[src/design/mgd_pkg.sv]
`default_nettype none
package mgd_pkg;

    localparam int MAX_PROCS_DEF = 1024;
    localparam int CELL_BITS_DEF = 16;
    localparam int PC_W   = 11;
    localparam int RANK_W = 10;
    localparam int IDX_W  = 2;

    localparam logic [IDX_W-1:0] CFG_PROCS = 2'd0;
    localparam logic [IDX_W-1:0] CFG_GY    = 2'd1;
    localparam logic [IDX_W-1:0] CFG_GZ    = 2'd2;

    localparam logic [1:0] STAT_OK       = 2'd0;
    localparam logic [1:0] STAT_NO_SHAPE = 2'd1;
    localparam logic [1:0] STAT_RANGE    = 2'd2;

    typedef enum logic [3:0] {
        ST_IDLE,
        ST_CAND,
        ST_W_PC,
        ST_W_A,
        ST_W_B,
        ST_W_AB,
        ST_W_L,
        ST_W_R,
        ST_W_Y,
        ST_W_NY,
        ST_W_NZ,
        ST_OUT
    } t_state;

endpackage
`default_nettype wire

[src/design/mgd_div.sv]
`default_nettype none
module mgd_div #(
    parameter int DW = 16
) (
    input  wire logic          i_clk,
    input  wire logic          i_rst_n,
    input  wire logic          i_start,
    input  wire logic [DW-1:0] i_dividend,
    input  wire logic [DW-1:0] i_divisor,
    output logic               o_done,
    output logic [DW-1:0]      o_quot,
    output logic [DW-1:0]      o_rem
);
    localparam int CW = $clog2(DW + 1);

    logic          r_busy, r_done;
    logic [CW-1:0] r_cnt;
    logic [DW-1:0] r_quo, r_rem, r_dvs;
    logic [DW:0]   shifted, diff;

    assign shifted = {r_rem, r_quo[DW-1]};
    assign diff    = shifted - {1'b0, r_dvs};

    always_ff @(posedge i_clk) begin
        if (!i_rst_n) begin
            r_busy <= 1'b0;
            r_done <= 1'b0;
            r_cnt  <= '0;
        end else begin
            r_done <= 1'b0;
            if (i_start) begin
                r_busy <= 1'b1;
                r_cnt  <= CW'(DW);
            end else if (r_busy) begin
                r_cnt <= r_cnt - 1'b1;
                if (r_cnt == CW'(1)) begin
                    r_busy <= 1'b0;
                    r_done <= 1'b1;
                end
            end
        end
    end

    always_ff @(posedge i_clk) begin
        if (i_start) begin
            r_quo <= i_dividend;
            r_rem <= '0;
            r_dvs <= i_divisor;
        end else if (r_busy) begin
            if (!diff[DW]) begin
                r_rem <= diff[DW-1:0];
                r_quo <= {r_quo[DW-2:0], 1'b1};
            end else begin
                r_rem <= shifted[DW-1:0];
                r_quo <= {r_quo[DW-2:0], 1'b0};
            end
        end
    end

    assign o_done = r_done;
    assign o_quot = r_quo;
    assign o_rem  = r_rem;
endmodule
`default_nettype wire

[src/design/mgd_mul.sv]
`default_nettype none
module mgd_mul #(
    parameter int WA = 17,
    parameter int WB = 32
) (
    input  wire logic             i_clk,
    input  wire logic             i_rst_n,
    input  wire logic             i_start,
    input  wire logic [WA-1:0]    i_a,
    input  wire logic [WB-1:0]    i_b,
    output logic                  o_done,
    output logic [WA+WB-1:0]      o_prod
);
    localparam int CW = $clog2(WA + 1);

    logic             r_busy, r_done;
    logic [CW-1:0]    r_cnt;
    logic [WA+WB-1:0] r_p;
    logic [WB-1:0]    r_b;
    logic [WB:0]      sum;

    assign sum = {1'b0, r_p[WA+WB-1:WA]} + (r_p[0] ? {1'b0, r_b} : '0);

    always_ff @(posedge i_clk) begin
        if (!i_rst_n) begin
            r_busy <= 1'b0;
            r_done <= 1'b0;
            r_cnt  <= '0;
        end else begin
            r_done <= 1'b0;
            if (i_start) begin
                r_busy <= 1'b1;
                r_cnt  <= CW'(WA);
            end else if (r_busy) begin
                r_cnt <= r_cnt - 1'b1;
                if (r_cnt == CW'(1)) begin
                    r_busy <= 1'b0;
                    r_done <= 1'b1;
                end
            end
        end
    end

    always_ff @(posedge i_clk) begin
        if (i_start) begin
            r_p <= {{WB{1'b0}}, i_a};
            r_b <= i_b;
        end else if (r_busy) begin
            r_p <= {sum, r_p[WA-1:1]};
        end
    end

    assign o_done = r_done;
    assign o_prod = r_p;
endmodule
`default_nettype wire

[src/design/mesh_grid_decompose.sv]
// channel   direction  handshake            payload
// input     in         i_valid / i_ready    i_rank
// result    out        o_valid / o_ready    o_grid_cols .. o_status
// config    in         i_cfg_we             i_cfg_idx, i_cfg_data
//
// one bit-serial divider (DW = max(CELL_BITS, 11) bits wide) and one shift-add
// multiplier (CELL_BITS + 1 by 2*CELL_BITS bits) are shared by the whole search
// reset is synchronous active low and clears control state and the configuration (set to 1) only
// a new rank is taken while a finished result waits in the output register
`default_nettype none
module mesh_grid_decompose #(
    parameter int MAX_PROCS = mgd_pkg::MAX_PROCS_DEF,
    parameter int CELL_BITS = mgd_pkg::CELL_BITS_DEF
) (
    input  wire logic                                 i_clk,
    input  wire logic                                 i_rst_n,
    input  wire logic                                 i_cfg_we,
    input  wire logic [mgd_pkg::IDX_W-1:0]            i_cfg_idx,
    input  wire logic [((CELL_BITS > 11) ? CELL_BITS : 11)-1:0] i_cfg_data,
    input  wire logic                                 i_valid,
    output logic                                      i_ready,
    input  wire logic [mgd_pkg::RANK_W-1:0]           i_rank,
    output logic                                      o_valid,
    input  wire logic                                 o_ready,
    output logic [mgd_pkg::PC_W-1:0]                  o_grid_cols,
    output logic [mgd_pkg::PC_W-1:0]                  o_grid_rows,
    output logic [mgd_pkg::RANK_W-1:0]                o_pos_y,
    output logic [mgd_pkg::RANK_W-1:0]                o_pos_z,
    output logic [CELL_BITS-1:0]                      o_local_cells_y,
    output logic [CELL_BITS-1:0]                      o_local_cells_z,
    output logic [mgd_pkg::RANK_W-1:0]                o_low_y_rank,
    output logic [mgd_pkg::RANK_W-1:0]                o_high_y_rank,
    output logic [mgd_pkg::RANK_W-1:0]                o_low_z_rank,
    output logic [mgd_pkg::RANK_W-1:0]                o_high_z_rank,
    output logic [3:0]                                o_neighbour_mask,
    output logic [1:0]                                o_status
);
    localparam int CB  = CELL_BITS;
    localparam int DW  = (CB > 11) ? CB : 11;
    localparam int PW  = mgd_pkg::PC_W;
    localparam int RW  = mgd_pkg::RANK_W;
    localparam int WA  = CB + 1;
    localparam int WB  = 2 * CB;
    localparam int MPW = WA + WB;
    localparam int PMAX = (MAX_PROCS > 2047) ? 2047 : MAX_PROCS;
    localparam logic [PW-1:0] PMAX_V = PMAX[PW-1:0];

    mgd_pkg::t_state r_state, n_state;

    logic [PW-1:0] r_procs;
    logic [CB-1:0] r_gy, r_gz;

    logic [RW-1:0]  r_rank;
    logic [PW-1:0]  r_p, r_r, r_cols, r_rows;
    logic [PW:0]    r_c;
    logic           r_found;
    logic [CB-1:0]  r_a, r_b, r_ba, r_bb;
    logic [WB-1:0]  r_ab, r_bab;
    logic [MPW-1:0] r_l;
    logic [RW-1:0]  r_y, r_z;
    logic [DW-1:0]  r_ny, r_remy, r_nz, r_remz;

    logic           r_o_valid;
    logic [PW-1:0]  r_o_cols, r_o_rows;
    logic [RW-1:0]  r_o_py, r_o_pz, r_o_ly, r_o_hy, r_o_lz, r_o_hz;
    logic [CB-1:0]  r_o_cy, r_o_cz;
    logic [3:0]     r_o_mask;
    logic [1:0]     r_o_stat;

    logic           div_start, div_done;
    logic [DW-1:0]  div_a, div_b, div_q, div_rm;
    logic           mul_start, mul_done;
    logic [WA-1:0]  mul_a;
    logic [WB-1:0]  mul_b;
    logic [MPW-1:0] mul_p;
    logic           accept, out_load;
    logic [PW-1:0]  p_in;

    mgd_div #(.DW(DW)) u_div (
        .i_clk(i_clk), .i_rst_n(i_rst_n), .i_start(div_start),
        .i_dividend(div_a), .i_divisor(div_b),
        .o_done(div_done), .o_quot(div_q), .o_rem(div_rm)
    );

    mgd_mul #(.WA(WA), .WB(WB)) u_mul (
        .i_clk(i_clk), .i_rst_n(i_rst_n), .i_start(mul_start),
        .i_a(mul_a), .i_b(mul_b), .o_done(mul_done), .o_prod(mul_p)
    );

    always_comb begin
        p_in = r_procs;
        if (p_in == '0) p_in = PW'(1);
        if (p_in > PMAX_V) p_in = PMAX_V;
    end

    always_ff @(posedge i_clk) begin
        if (!i_rst_n) begin
            r_procs <= PW'(1);
            r_gy    <= CB'(1);
            r_gz    <= CB'(1);
        end else if (i_cfg_we) begin
            unique case (i_cfg_idx)
                mgd_pkg::CFG_PROCS: r_procs <= i_cfg_data[PW-1:0];
                mgd_pkg::CFG_GY:    r_gy    <= i_cfg_data[CB-1:0];
                mgd_pkg::CFG_GZ:    r_gz    <= i_cfg_data[CB-1:0];
                default: ;
            endcase
        end
    end

    always_ff @(posedge i_clk) begin
        if (!i_rst_n) r_state <= mgd_pkg::ST_IDLE;
        else          r_state <= n_state;
    end

    always_comb begin
        n_state   = r_state;
        div_start = 1'b0;
        div_a     = '0;
        div_b     = DW'(1);
        mul_start = 1'b0;
        mul_a     = '0;
        mul_b     = '0;
        accept    = 1'b0;
        out_load  = 1'b0;
        i_ready   = (r_state == mgd_pkg::ST_IDLE);
        unique case (r_state)
            mgd_pkg::ST_IDLE: begin
                if (i_valid) n_state = mgd_pkg::ST_CAND;
            end
            mgd_pkg::ST_CAND: begin
                div_start = 1'b1;
                if (r_c > {1'b0, r_p}) begin
                    div_a   = DW'(r_rank);
                    div_b   = DW'(r_cols);
                    n_state = mgd_pkg::ST_W_Y;
                end else begin
                    div_a   = DW'(r_p);
                    div_b   = DW'(r_c[PW-1:0]);
                    n_state = mgd_pkg::ST_W_PC;
                end
            end
            mgd_pkg::ST_W_PC: begin
                if (div_done) begin
                    if (div_rm != '0) begin
                        n_state = mgd_pkg::ST_CAND;
                    end else begin
                        div_start = 1'b1;
                        div_a     = DW'(r_gy);
                        div_b     = DW'(r_c[PW-1:0]);
                        n_state   = mgd_pkg::ST_W_A;
                    end
                end
            end
            mgd_pkg::ST_W_A: begin
                if (div_done) begin
                    div_start = 1'b1;
                    div_a     = DW'(r_gz);
                    div_b     = DW'(r_r);
                    n_state   = mgd_pkg::ST_W_B;
                end
            end
            mgd_pkg::ST_W_B: begin
                if (div_done) begin
                    if (r_a == '0 || div_q[CB-1:0] == '0) begin
                        n_state = mgd_pkg::ST_CAND;
                    end else begin
                        mul_start = 1'b1;
                        mul_a     = {1'b0, r_a};
                        mul_b     = WB'(div_q[CB-1:0]);
                        n_state   = mgd_pkg::ST_W_AB;
                    end
                end
            end
            mgd_pkg::ST_W_AB: begin
                if (mul_done) begin
                    if (!r_found) begin
                        accept  = 1'b1;
                        n_state = mgd_pkg::ST_CAND;
                    end else begin
                        mul_start = 1'b1;
                        mul_a     = {1'b0, r_a} + {1'b0, r_b};
                        mul_b     = r_bab;
                        n_state   = mgd_pkg::ST_W_L;
                    end
                end
            end
            mgd_pkg::ST_W_L: begin
                if (mul_done) begin
                    mul_start = 1'b1;
                    mul_a     = {1'b0, r_ba} + {1'b0, r_bb};
                    mul_b     = r_ab;
                    n_state   = mgd_pkg::ST_W_R;
                end
            end
            mgd_pkg::ST_W_R: begin
                if (mul_done) begin
                    accept  = (r_l < mul_p);
                    n_state = mgd_pkg::ST_CAND;
                end
            end
            mgd_pkg::ST_W_Y: begin
                if (div_done) begin
                    div_start = 1'b1;
                    div_a     = DW'(r_gy);
                    div_b     = DW'(r_cols);
                    n_state   = mgd_pkg::ST_W_NY;
                end
            end
            mgd_pkg::ST_W_NY: begin
                if (div_done) begin
                    div_start = 1'b1;
                    div_a     = DW'(r_gz);
                    div_b     = DW'(r_rows);
                    n_state   = mgd_pkg::ST_W_NZ;
                end
            end
            mgd_pkg::ST_W_NZ: begin
                if (div_done) n_state = mgd_pkg::ST_OUT;
            end
            mgd_pkg::ST_OUT: begin
                if (!r_o_valid || o_ready) begin
                    out_load = 1'b1;
                    n_state  = mgd_pkg::ST_IDLE;
                end
            end
            default: n_state = mgd_pkg::ST_IDLE;
        endcase
    end

    always_ff @(posedge i_clk) begin
        if (!i_rst_n) begin
            r_found <= 1'b0;
        end else if (r_state == mgd_pkg::ST_IDLE && i_valid) begin
            r_found <= 1'b0;
        end else if (accept) begin
            r_found <= 1'b1;
        end
    end

    always_ff @(posedge i_clk) begin
        if (r_state == mgd_pkg::ST_IDLE && i_valid) begin
            r_rank <= i_rank;
            r_p    <= p_in;
            r_c    <= (PW+1)'(1);
            r_cols <= PW'(1);
            r_rows <= p_in;
        end
        if (r_state != mgd_pkg::ST_IDLE && r_state != mgd_pkg::ST_CAND
                && n_state == mgd_pkg::ST_CAND) begin
            r_c <= r_c + 1'b1;
        end
        if (r_state == mgd_pkg::ST_W_PC && div_done) r_r <= div_q[PW-1:0];
        if (r_state == mgd_pkg::ST_W_A && div_done) r_a <= div_q[CB-1:0];
        if (r_state == mgd_pkg::ST_W_B && div_done) r_b <= div_q[CB-1:0];
        if (r_state == mgd_pkg::ST_W_AB && mul_done) r_ab <= mul_p[WB-1:0];
        if (r_state == mgd_pkg::ST_W_L && mul_done) r_l <= mul_p;
        if (accept) begin
            r_ba   <= r_a;
            r_bb   <= r_b;
            r_bab  <= (r_state == mgd_pkg::ST_W_AB) ? mul_p[WB-1:0] : r_ab;
            r_cols <= r_c[PW-1:0];
            r_rows <= r_r;
        end
        if (r_state == mgd_pkg::ST_W_Y && div_done) begin
            r_y <= div_rm[RW-1:0];
            r_z <= div_q[RW-1:0];
        end
        if (r_state == mgd_pkg::ST_W_NY && div_done) begin
            r_ny   <= div_q;
            r_remy <= div_rm;
        end
        if (r_state == mgd_pkg::ST_W_NZ && div_done) begin
            r_nz   <= div_q;
            r_remz <= div_rm;
        end
    end

    logic          in_range, has_ly, has_hy, has_lz, has_hz;
    logic [CB-1:0] cy, cz;

    always_comb begin
        in_range = ({1'b0, r_rank} < r_p);
        has_ly   = (r_y != '0);
        has_hy   = ({1'b0, r_y} + 1'b1 < r_cols);
        has_lz   = (r_z != '0);
        has_hz   = ({1'b0, r_z} + 1'b1 < r_rows);
        cy       = r_ny[CB-1:0] + CB'(DW'(r_y) < r_remy);
        cz       = r_nz[CB-1:0] + CB'(DW'(r_z) < r_remz);
    end

    always_ff @(posedge i_clk) begin
        if (!i_rst_n) begin
            r_o_valid <= 1'b0;
        end else if (out_load) begin
            r_o_valid <= 1'b1;
        end else if (o_ready) begin
            r_o_valid <= 1'b0;
        end
    end

    always_ff @(posedge i_clk) begin
        if (out_load) begin
            r_o_cols <= r_cols;
            r_o_rows <= r_rows;
            if (in_range) begin
                r_o_py   <= r_y;
                r_o_pz   <= r_z;
                r_o_cy   <= cy;
                r_o_cz   <= cz;
                r_o_ly   <= has_ly ? r_rank - 1'b1 : '0;
                r_o_hy   <= has_hy ? r_rank + 1'b1 : '0;
                r_o_lz   <= has_lz ? r_rank - r_cols[RW-1:0] : '0;
                r_o_hz   <= has_hz ? r_rank + r_cols[RW-1:0] : '0;
                r_o_mask <= {has_hz, has_lz, has_hy, has_ly};
                r_o_stat <= r_found ? mgd_pkg::STAT_OK : mgd_pkg::STAT_NO_SHAPE;
            end else begin
                r_o_py   <= '0;
                r_o_pz   <= '0;
                r_o_cy   <= '0;
                r_o_cz   <= '0;
                r_o_ly   <= '0;
                r_o_hy   <= '0;
                r_o_lz   <= '0;
                r_o_hz   <= '0;
                r_o_mask <= '0;
                r_o_stat <= mgd_pkg::STAT_RANGE;
            end
        end
    end

    assign o_valid          = r_o_valid;
    assign o_grid_cols      = r_o_cols;
    assign o_grid_rows      = r_o_rows;
    assign o_pos_y          = r_o_py;
    assign o_pos_z          = r_o_pz;
    assign o_local_cells_y  = r_o_cy;
    assign o_local_cells_z  = r_o_cz;
    assign o_low_y_rank     = r_o_ly;
    assign o_high_y_rank    = r_o_hy;
    assign o_low_z_rank     = r_o_lz;
    assign o_high_z_rank    = r_o_hz;
    assign o_neighbour_mask = r_o_mask;
    assign o_status         = r_o_stat;

`ifndef SYNTHESIS
    a_range_clears: assert property (@(posedge i_clk) disable iff (!i_rst_n)
        (o_valid && o_status == mgd_pkg::STAT_RANGE) |->
        (o_neighbour_mask == '0 && o_pos_y == '0 && o_pos_z == '0))
        else $error("out of range result carries placement");
    a_pos_in_grid: assert property (@(posedge i_clk) disable iff (!i_rst_n)
        (o_valid && o_status != mgd_pkg::STAT_RANGE) |->
        ({1'b0, o_pos_y} < o_grid_cols && {1'b0, o_pos_z} < o_grid_rows))
        else $error("position outside grid");
    a_grid_nonzero: assert property (@(posedge i_clk) disable iff (!i_rst_n)
        o_valid |-> (o_grid_cols != '0 && o_grid_rows != '0))
        else $error("empty grid dimension");
`endif
endmodule
`default_nettype wire
[config.mk]
export PLATFORM = sky130hd
export DESIGN_NAME = mesh_grid_decompose
export DESIGN_NICKNAME = d
export VERILOG_FILES = /design/src/design/mgd_pkg.sv /design/src/design/mgd_div.sv /design/src/design/mgd_mul.sv /design/src/design/mesh_grid_decompose.sv
export SDC_FILE = /design/constraint.sdc
export NUM_CORES = 1
export LEC_CHECK = 0
export BUFFER_PORTS_ARGS = -buffer_cell sky130_fd_sc_hd__buf_2
export CELL_PAD_IN_SITES_DETAIL_PLACEMENT = 2
export CELL_PAD_IN_SITES_GLOBAL_PLACEMENT = 2
export CORE_ASPECT_RATIO = 1.75
export CORE_MARGIN = 5
export CORE_UTILIZATION = 36
export CTS_BUF_LIST = sky130_fd_sc_hd__clkbuf_2 sky130_fd_sc_hd__clkbuf_4 sky130_fd_sc_hd__clkbuf_8
export DETAILED_ROUTE_END_ITERATION = 8
export PLACE_DENSITY_LB_ADDON = 0.1
export SETUP_SLACK_MARGIN = 0.2
export SLEW_MARGIN = 5
export SYNTH_ARGS = -nofsm -noshare
export SYNTH_HDL_FRONTEND = slang
export SYNTH_SLANG_ARGS = --single-unit
[constraint.sdc]
create_clock -name i_clk -period 8.28 [get_ports i_clk]
set_clock_uncertainty 0.1 [all_clocks]
set_input_delay 0.414 -clock i_clk [delete_from_list [all_inputs] [get_ports i_clk]]
set_output_delay 0.414 -clock i_clk [all_outputs]
set_load 0.05 [all_outputs]
==> results of run 1 <==
-- metal layers --
layer | GRT usage, % | routed length (um)
met1 | 22.9 | 38100
met2 | 48.0 | 65000
met3 | 2.65 | 3270
met4 | 10.5 | 5160
met5 | 0 | 0
-- sequential cells by signal, indices dropped and copies added, names as in the netlist, 32 cells and up --
signal and count:
r_bab 32, u_mul.o_prod 49, r_ab 32, r_l 49, u_mul.r_b 32
-- cells by family (layout without fill, tap and decap cells) --
family,count (synthesis),count (layout)
compound gates,540,540
xor+xnor,135,135
fa+ha+maj,220,220
buf+inv,293,597
flops,634,634
mux,86,86
other cells,0,1
simple gates,769,769
-- worst max-delay path, cell delays in order (launching register included) --
cell,delay (ns)
dfxtp_1,0.39
inv_1,0.08
ha_1,0.30
a21o_1,0.16
a21oi_1,0.19
o21ai_1,0.14
a2111oi_0,1.03
nand4b_1,0.25
o31ai_2,0.48
a21oi_2,0.11
buf_4,0.27
inv_2,0.08
buf_4,0.77
-- through the flow --
step                      cell area, um2  util (%)  total power, mW  setup slack (ns)
final                              36200      41.6             8.83              3.49
after global routing               36200      41.6             9.24              3.33
after CTS                          36200      41.6             8.97              3.42
after detailed placement           33800      38.9             6.08              3.46
after global placement             33800      38.9             5.99              3.51
after floorplan                    31600         -             5.17              1.43
-- how the worst min path moves through the flow --
stage	start	to	slack, ns	cells after the start
after CTS	i_cfg_idx[0]	r_procs[0]	0.10	5
after detailed placement	r_b[11]	r_bb[11]	0.35	0
after floorplan	r_b[0]	r_bb[0]	0.33	0
after global routing	i_cfg_idx[0]	r_procs[0]	0.17	5
final	i_cfg_idx[0]	r_procs[0]	0.19	5
after global placement	r_b[11]	r_bb[11]	0.34	0
-- report_power, final --
part | leakage, nW | internal (mW) | switching [mW]
Combinational | 6.93 | 0.646 | 1.24
Clock | 1.08 | 1.50 | 1.33
Sequential | 5.66 | 3.80 | 0.310
Total | 13.7 | 5.95 | 2.88
-- cells in the mapped netlist, drive strengths merged (6+ instances only) --
| library cell | instances | area share [%] |
|---|---|---|
| nand3b | 9 | 0.21 |
| ha | 214 | 8.5 |
| nor2b | 55 | 1.1 |
| or2 | 8 | 0.16 |
| or3 | 14 | 0.31 |
| buf | 19 | 0.30 |
| and2 | 58 | 1.1 |
| a22o | 28 | 0.78 |
| dfxtp | 111 | 7.0 |
| a21oi | 109 | 1.7 |
| a21o | 57 | 1.4 |
| nor2 | 160 | 1.9 |
| o21ai | 95 | 1.6 |
| and4 | 6 | 0.17 |
| mux2i | 39 | 1.2 |
| o21a | 17 | 0.40 |
| nand4 | 20 | 0.40 |
| o22ai | 10 | 0.20 |
| or4 | 7 | 0.17 |
| nand2 | 183 | 2.2 |
| nor4 | 31 | 0.61 |
| mux2 | 47 | 1.7 |
| xnor2 | 80 | 2.2 |
| a21boi | 42 | 1.0 |
| o31ai | 14 | 0.35 |
| inv | 191 | 2.3 |
| o41ai | 6 | 0.19 |
| a221o | 12 | 0.38 |
| edfxtp | 523 | 50 |
| nor4b | 6 | 0.17 |
| and3 | 16 | 0.32 |
| o21bai | 9 | 0.21 |
| fa | 6 | 0.38 |
| a31oi | 23 | 0.46 |
| a211oi | 21 | 0.50 |
| nand3 | 67 | 1.1 |
| nand2b | 28 | 0.55 |
| clkbuf | 83 | 0.99 |
| nor3 | 85 | 1.3 |
| nor3b | 7 | 0.17 |
| a222oi | 39 | 1.2 |
| o211ai | 15 | 0.36 |
| xor2 | 55 | 1.5 |
-- cell type report --
class / instances / area [um2] / share of cell area, %
Sequential cell: 634 / 17900 / 49.6
Multi-Input combinational cell: 1750 / 12600 / 34.9
Clock buffer: 136 / 1730 / 4.78
Tap cell: 1160 / 1450 / 4.01
Timing Repair Buffer: 229 / 1400 / 3.87
Inverter: 191 / 718 / 1.99
Clock inverter: 41 / 324 / 0.896
Antenna cell: 1 / 2.50 / 0.00692
==> out/metrics.csv, run 1 <==
metric,value,unit
most frequent cells in the layout,"edfxtp_1, ha_1, inv_1",
Synthesized Nets,2930,
Pwr per Cell Area,244,nW/um2
Final Cycle Share,57.9,%
final setup fails,0,
crit path launch type,register,
global-route wire length before repair,165000,um
"Area growth, synth to finish",14.5,%
"EDFF count, synth",523,
Post-Synth Simple-Gate Area,12.2,%
"leading cell type in the layout, fill and taps excluded",edfxtp_1,
total CTS buffers,100,
post-cts resize count,0,
setup bufs post-CTS,0,
Leak,13.7,nW
vias,22819,
Worst-Margin Slew,1.20,ns
largest buffer count on any clock path,3,
"Seq/Total Area, Yosys",56.8,%
Synth Area in Adders,8.86,%
CTS Sinks,634,
initial antenna violation count,4,
CTS tree,yes,
worst vdd ir,157,uV
Seq cells post-synth,634,
Tmin final,4.79,ns
Worst setup EP type,register,
Worst Setup EP,r_ba[4],
Starting DRT DRC Count,1271,
H-tree Lvls,3,
Critical R2R Capture,r_ba[4],
Die Wd,234,um
WP data arrival,5.03,ns
complex-gate fraction of the synthesized area,11.9,%
fill cell count,9034,
Final Instance Count excl. Fillers,4142,
f_max,209,MHz
drc violations,0,
WHS,0.193,ns
Synth Instances,2677,
Slew HR,17.7,%
post-synthesis xor/xnor area fraction,3.77,%
Async SR Flop Fraction,0,%
FP Rows,143,
vias per cell,5.51,
post-DP HPWL,82500,um
RSZ-0062 raised after global routing,false,
main combinational cell family by area after synthesis,simple AND/OR/NAND/NOR gates,
Fin Setup TNS,0,ns
multiplexer area fraction after synthesis,2.91,%
status,finished clean,
WL per Instance,26.9,um
first-pass detailed-route iteration total,6,
routability congestion estimate,0.860,
Boundary Pins,155,
drt total wl,111000,um
max-slew violations,0,
clk slew on worst S/H paths,0.06,ns
Reg2Reg Setup Slack,3.49,ns
worst skew pair latency,0.76,ns
die area,94000,um2
hold_buf cts,26,
port buffer count,154,
Hold Path Class,in2reg,
"Max FO, Critical Path",64,
die height,402,um
mean area per synthesized cell,11.8,um2
cell count after placement,3938,
clk root buf,clkbuf_8,
Final Hold Violating Endpoints,0,
initial core utilization,36.3,%
largest net degree at the start of global routing,80,
Synth Flop Type,edfxtp_1,
grt total ovfl,0,
Syn Std Cell Area,31600,um2
Total GRT Usage,23.5,%
Worst Path Required,8.52,ns
max-capacitance violation count,0,
Cell variety after synth,85,
post-route ant nets,0,
fraction of layout cells with a size suffix above 1,14.7,%
Final Net Count,3159,
type of the worst setup path,reg2reg,
worst r2r src,u_mul.o_prod[22],
worst reg2reg path depth,12,
vias in the first global route,25927,
Ys Warns,0,
Core Area,87000,um2
start point of the critical path,u_mul.o_prod[22],
No activity file was read; power rests on OpenSTA's default activity.
==> inputs of run 2 (changes only) <==
Settings changed: ABC_AREA from default to 1.
Clock period 8.28 ns to 4.7 ns, I/O delays scaled along.
==> run 2 against run 1 <==
Sequential cell count is the same. Power increased by 70%. Worst hold slack worse by 0.095 ns. Via count is 17% higher. Final cell count is 23% higher. Sequential power grew 70%. Critical path type unchanged. Largest power group unchanged. Highest routed layer unchanged.
==> out/metrics.csv, run 2 <==
metric,value,unit,change
Tot Pwr,15.0,mW,+70%
Pwr per Cell Area,395,nW/um2,+62%
multiplexer area fraction after synthesis,0,%,-2.9 points
P_sw,4.82,mW,+67%
WHS Endpoint,r_rank[4],,
synth top area cells,"edfxtp_1, nand2_1, ha_1",,
initial antenna violation count,6,,+2
Final Cycle Share,84.2,%,+26 points
largest buffer count on any clock path,3,,unchanged
Fin Setup TNS,0,ns,unchanged
vias,26772,,+17%
die height,411,um,+2.2%
dominant cell type by area after synthesis,edfxtp_1,,
final setup fails,0,,unchanged
CTS Sinks,634,,unchanged
Slew HR,27.6,%,+9.9 points
hold path start,i_rank[4],,
"EDFF count, synth",523,,unchanged
FP Rows,147,,+2.8%
drt total wl,130000,um,+16%
Hold Path Class,in2reg,,
clk slew on worst S/H paths,0.06,ns,about the same
WHS,0.0986,ns,-0.0946 ns
Post-synth top cells,"nand2_1, edfxtp_1, inv_1",,
routability congestion estimate,0.903,,+5.0%
Total GRT Usage,25.9,%,+2.4 points
H-tree Lvls,3,,unchanged
setup bufs post-CTS,0,,unchanged
worst r2r src,u_mul.o_prod[24],,
die area,98100,um2,+4.3%
CTS tree,yes,,
Critical R2R Capture,r_bb[12],,
Final Net Count,4050,,+28%
WL per Instance,25.5,um,-5.2%
vias per cell,5.27,,-4.3%
complex-gate fraction of the synthesized area,9.28,%,-2.7 points
main combinational cell family by area after synthesis,simple AND/OR/NAND/NOR gates,,
Worst setup EP type,register,,
grt total ovfl,0,,unchanged
worst skew pair latency,0.77,ns,about the same
Reg2Reg Setup Slack,0.74,ns,-2.75 ns
Clk network pwr share,35.1,%,+3.0 points
"Cell Area, Placed",35300,um2,+4.2%
initial core utilization,36.1,%,-0.22 points
vias in the first global route,30559,,+18%
Worst Path Required,4.97,ns,-3.55 ns
Post-Synth Simple-Gate Area,18.8,%,+6.6 points
f_max,253,MHz,+21%
fill cell count,9936,,+10%
sw frac,32.0,%,-0.55 points
post-route ant nets,0,,unchanged
Tmin final,3.96,ns,-0.832 ns
"Seq/Total Area, Yosys",54.3,%,-2.4 points
Starting DRT DRC Count,1076,,-15%
most frequent cells in the layout,"nand2_1, edfxtp_1, inv_1",,
Comb power frac,18.3,%,-3.1 points
most common cell in the netlist,nand2_1,,
final cell area excluding filler cells,38100,um2,+5.2%
max-slew violations,0,,unchanged
Syn Std Cell Area,33000,um2,+4.5%
Leak,16.5,nW,+21%
Worst-Margin Slew,1.09,ns,-0.117 ns
WP data arrival,4.23,ns,-0.80 ns
Hold Crit Depth,2,,-3
sequential share of power,46.5,%,about the same
largest net degree at the start of global routing,95,,+19%
start point of the critical path,u_mul.o_prod[24],,
global-route wire length before repair,190000,um,+15%
Cell variety after synth,58,,-32%
fraction of layout cells with a size suffix above 1,11.5,%,-3.2 points
internal power,10.2,mW,+72%
port buffer count,154,,unchanged
first-pass detailed-route iteration total,5,,-1
Synth Area in Adders,8.48,%,-0.38 points
final core occ,41.6,%,+0.045 points
Core Area,91400,um2,+5.1%
Seq cells post-synth,634,,unchanged
RSZ-0062 raised after global routing,false,,
Synth Flop Type,edfxtp_1,,
Async SR Flop Fraction,0,%,unchanged
post-DP HPWL,102000,um,+24%
Synthesized Nets,3777,,+29%
type of the worst setup path,reg2reg,,
Final Hold Violating Endpoints,0,,unchanged
"leading cell type in the layout, fill and taps excluded",nand2_1,,
"Area growth, synth to finish",15.3,%,
Ys Warns,0,,unchanged
setup ws final,0.741,ns,-2.75 ns
Synth top area share,47.6,%,-2.1 points
status,finished clean,,
post-synthesis xor/xnor area fraction,2.07,%,-1.7 points
total CTS buffers,102,,+2.0%
clk root buf,clkbuf_8,,
Boundary Pins,155,,unchanged
cell count after placement,4828,,+23%
Synth Instances,3524,,+32%
Final Instance Count excl. Fillers,5079,,+23%
"worst slack, placed",0.764,ns,-2.70 ns
mean area per synthesized cell,9.37,um2,-21%
drc violations,0,,unchanged
crit path launch type,register,,
Die Wd,239,um,+2.1%
worst reg2reg path depth,15,,+3
"Max FO, Critical Path",65,,+1.6%
max-capacitance violation count,0,,unchanged
worst vdd ir,237,uV,+51%
## run 2: cell count changes in the layout (fill, tap and decap cells not counted), moves of 46 or more
cell / change
nor2_1: +168
and2_1: -56
nand2_1: +553
nor2b_1: -54
nand4_1: +53
a21o_1: -46
o21ai_0: +110
xnor2_1: -65
a21oi_1: +112
nand3_1: +117
inv_1: +316
## run 2: kinds of logic (layout without fill, tap and decap cells)
logic type,after synthesis,after routing
AND/OR/NAND/NOR,1453,1453
flip-flops,634,634
XOR/XNOR,78,78
buffers and inverters,604,966
other,0,1
adder cells (fa/ha/maj),220,220
AO/OA/AOI/OAI,535,535
## run 2: power groups by stage
stage | combinational, mW | clock (mW) | sequential [mW]
floorplan | 1.77 | 0 | 6.83
global placement | 2.63 | 0 | 7.10
detailed placement | 2.74 | 0 | 7.12
CTS | 2.80 | 5.44 | 7.00
global route | 3.05 | 5.66 | 7.02
finish | 2.75 | 5.28 | 6.99
## run 2: final cells by class
class | instances | area (um2) | area share [%]
clock inverter | 51 | 460 | 1.21
sequential | 634 | 17900 | 47.1
timing repair buffer | 253 | 1670 | 4.39
tap | 1192 | 1490 | 3.92
inverter | 520 | 1960 | 5.15
multi-input combinational | 2286 | 12800 | 33.6
clock buffer | 142 | 1760 | 4.63
antenna | 1 | 2.50 | 0.00658
## run 2: worst max-delay path by stage
stage,slack (ns),cells past startpoint,endpoint
final,0.74,15,r_bb[12]
after global routing,0.63,12,r_ba[14]
after CTS,0.73,12,r_ba[15]
after detailed placement,0.76,12,r_bab[16]
after global placement,0.89,12,r_ba[15]
after floorplan,0.56,2,o_grid_cols[0]
## run 2: per-layer routing
layer	vias up	track usage, %	routed length (um)
met4	0	14.9	8560
met3	280	3.05	3370
li1	12489	-	-
met5	-	0	0
met1	13518	23.9	42700
met2	485	53.0	74900
## run 2: critical path, cell delays in order (launching register included)
cell	delay, ns
dfxtp_1	0.31
buf_4	0.16
inv_1	0.09
ha_1	0.32
nand2_1	0.12
nor2_1	0.14
nand2_1	0.12
nand2_1	0.17
nand2_1	0.10
nand2_1	0.06
nand2_1	0.07
nand3_1	0.21
nand2_1	0.43
nand2_1	0.18
inv_2	0.08
buf_4	0.78
## run 2: timing repair
item                                   in CTS  in global routing
hold buffers                               57                  0
gates resized for setup                     0                  0
endpoints found under the hold margin      56                  0
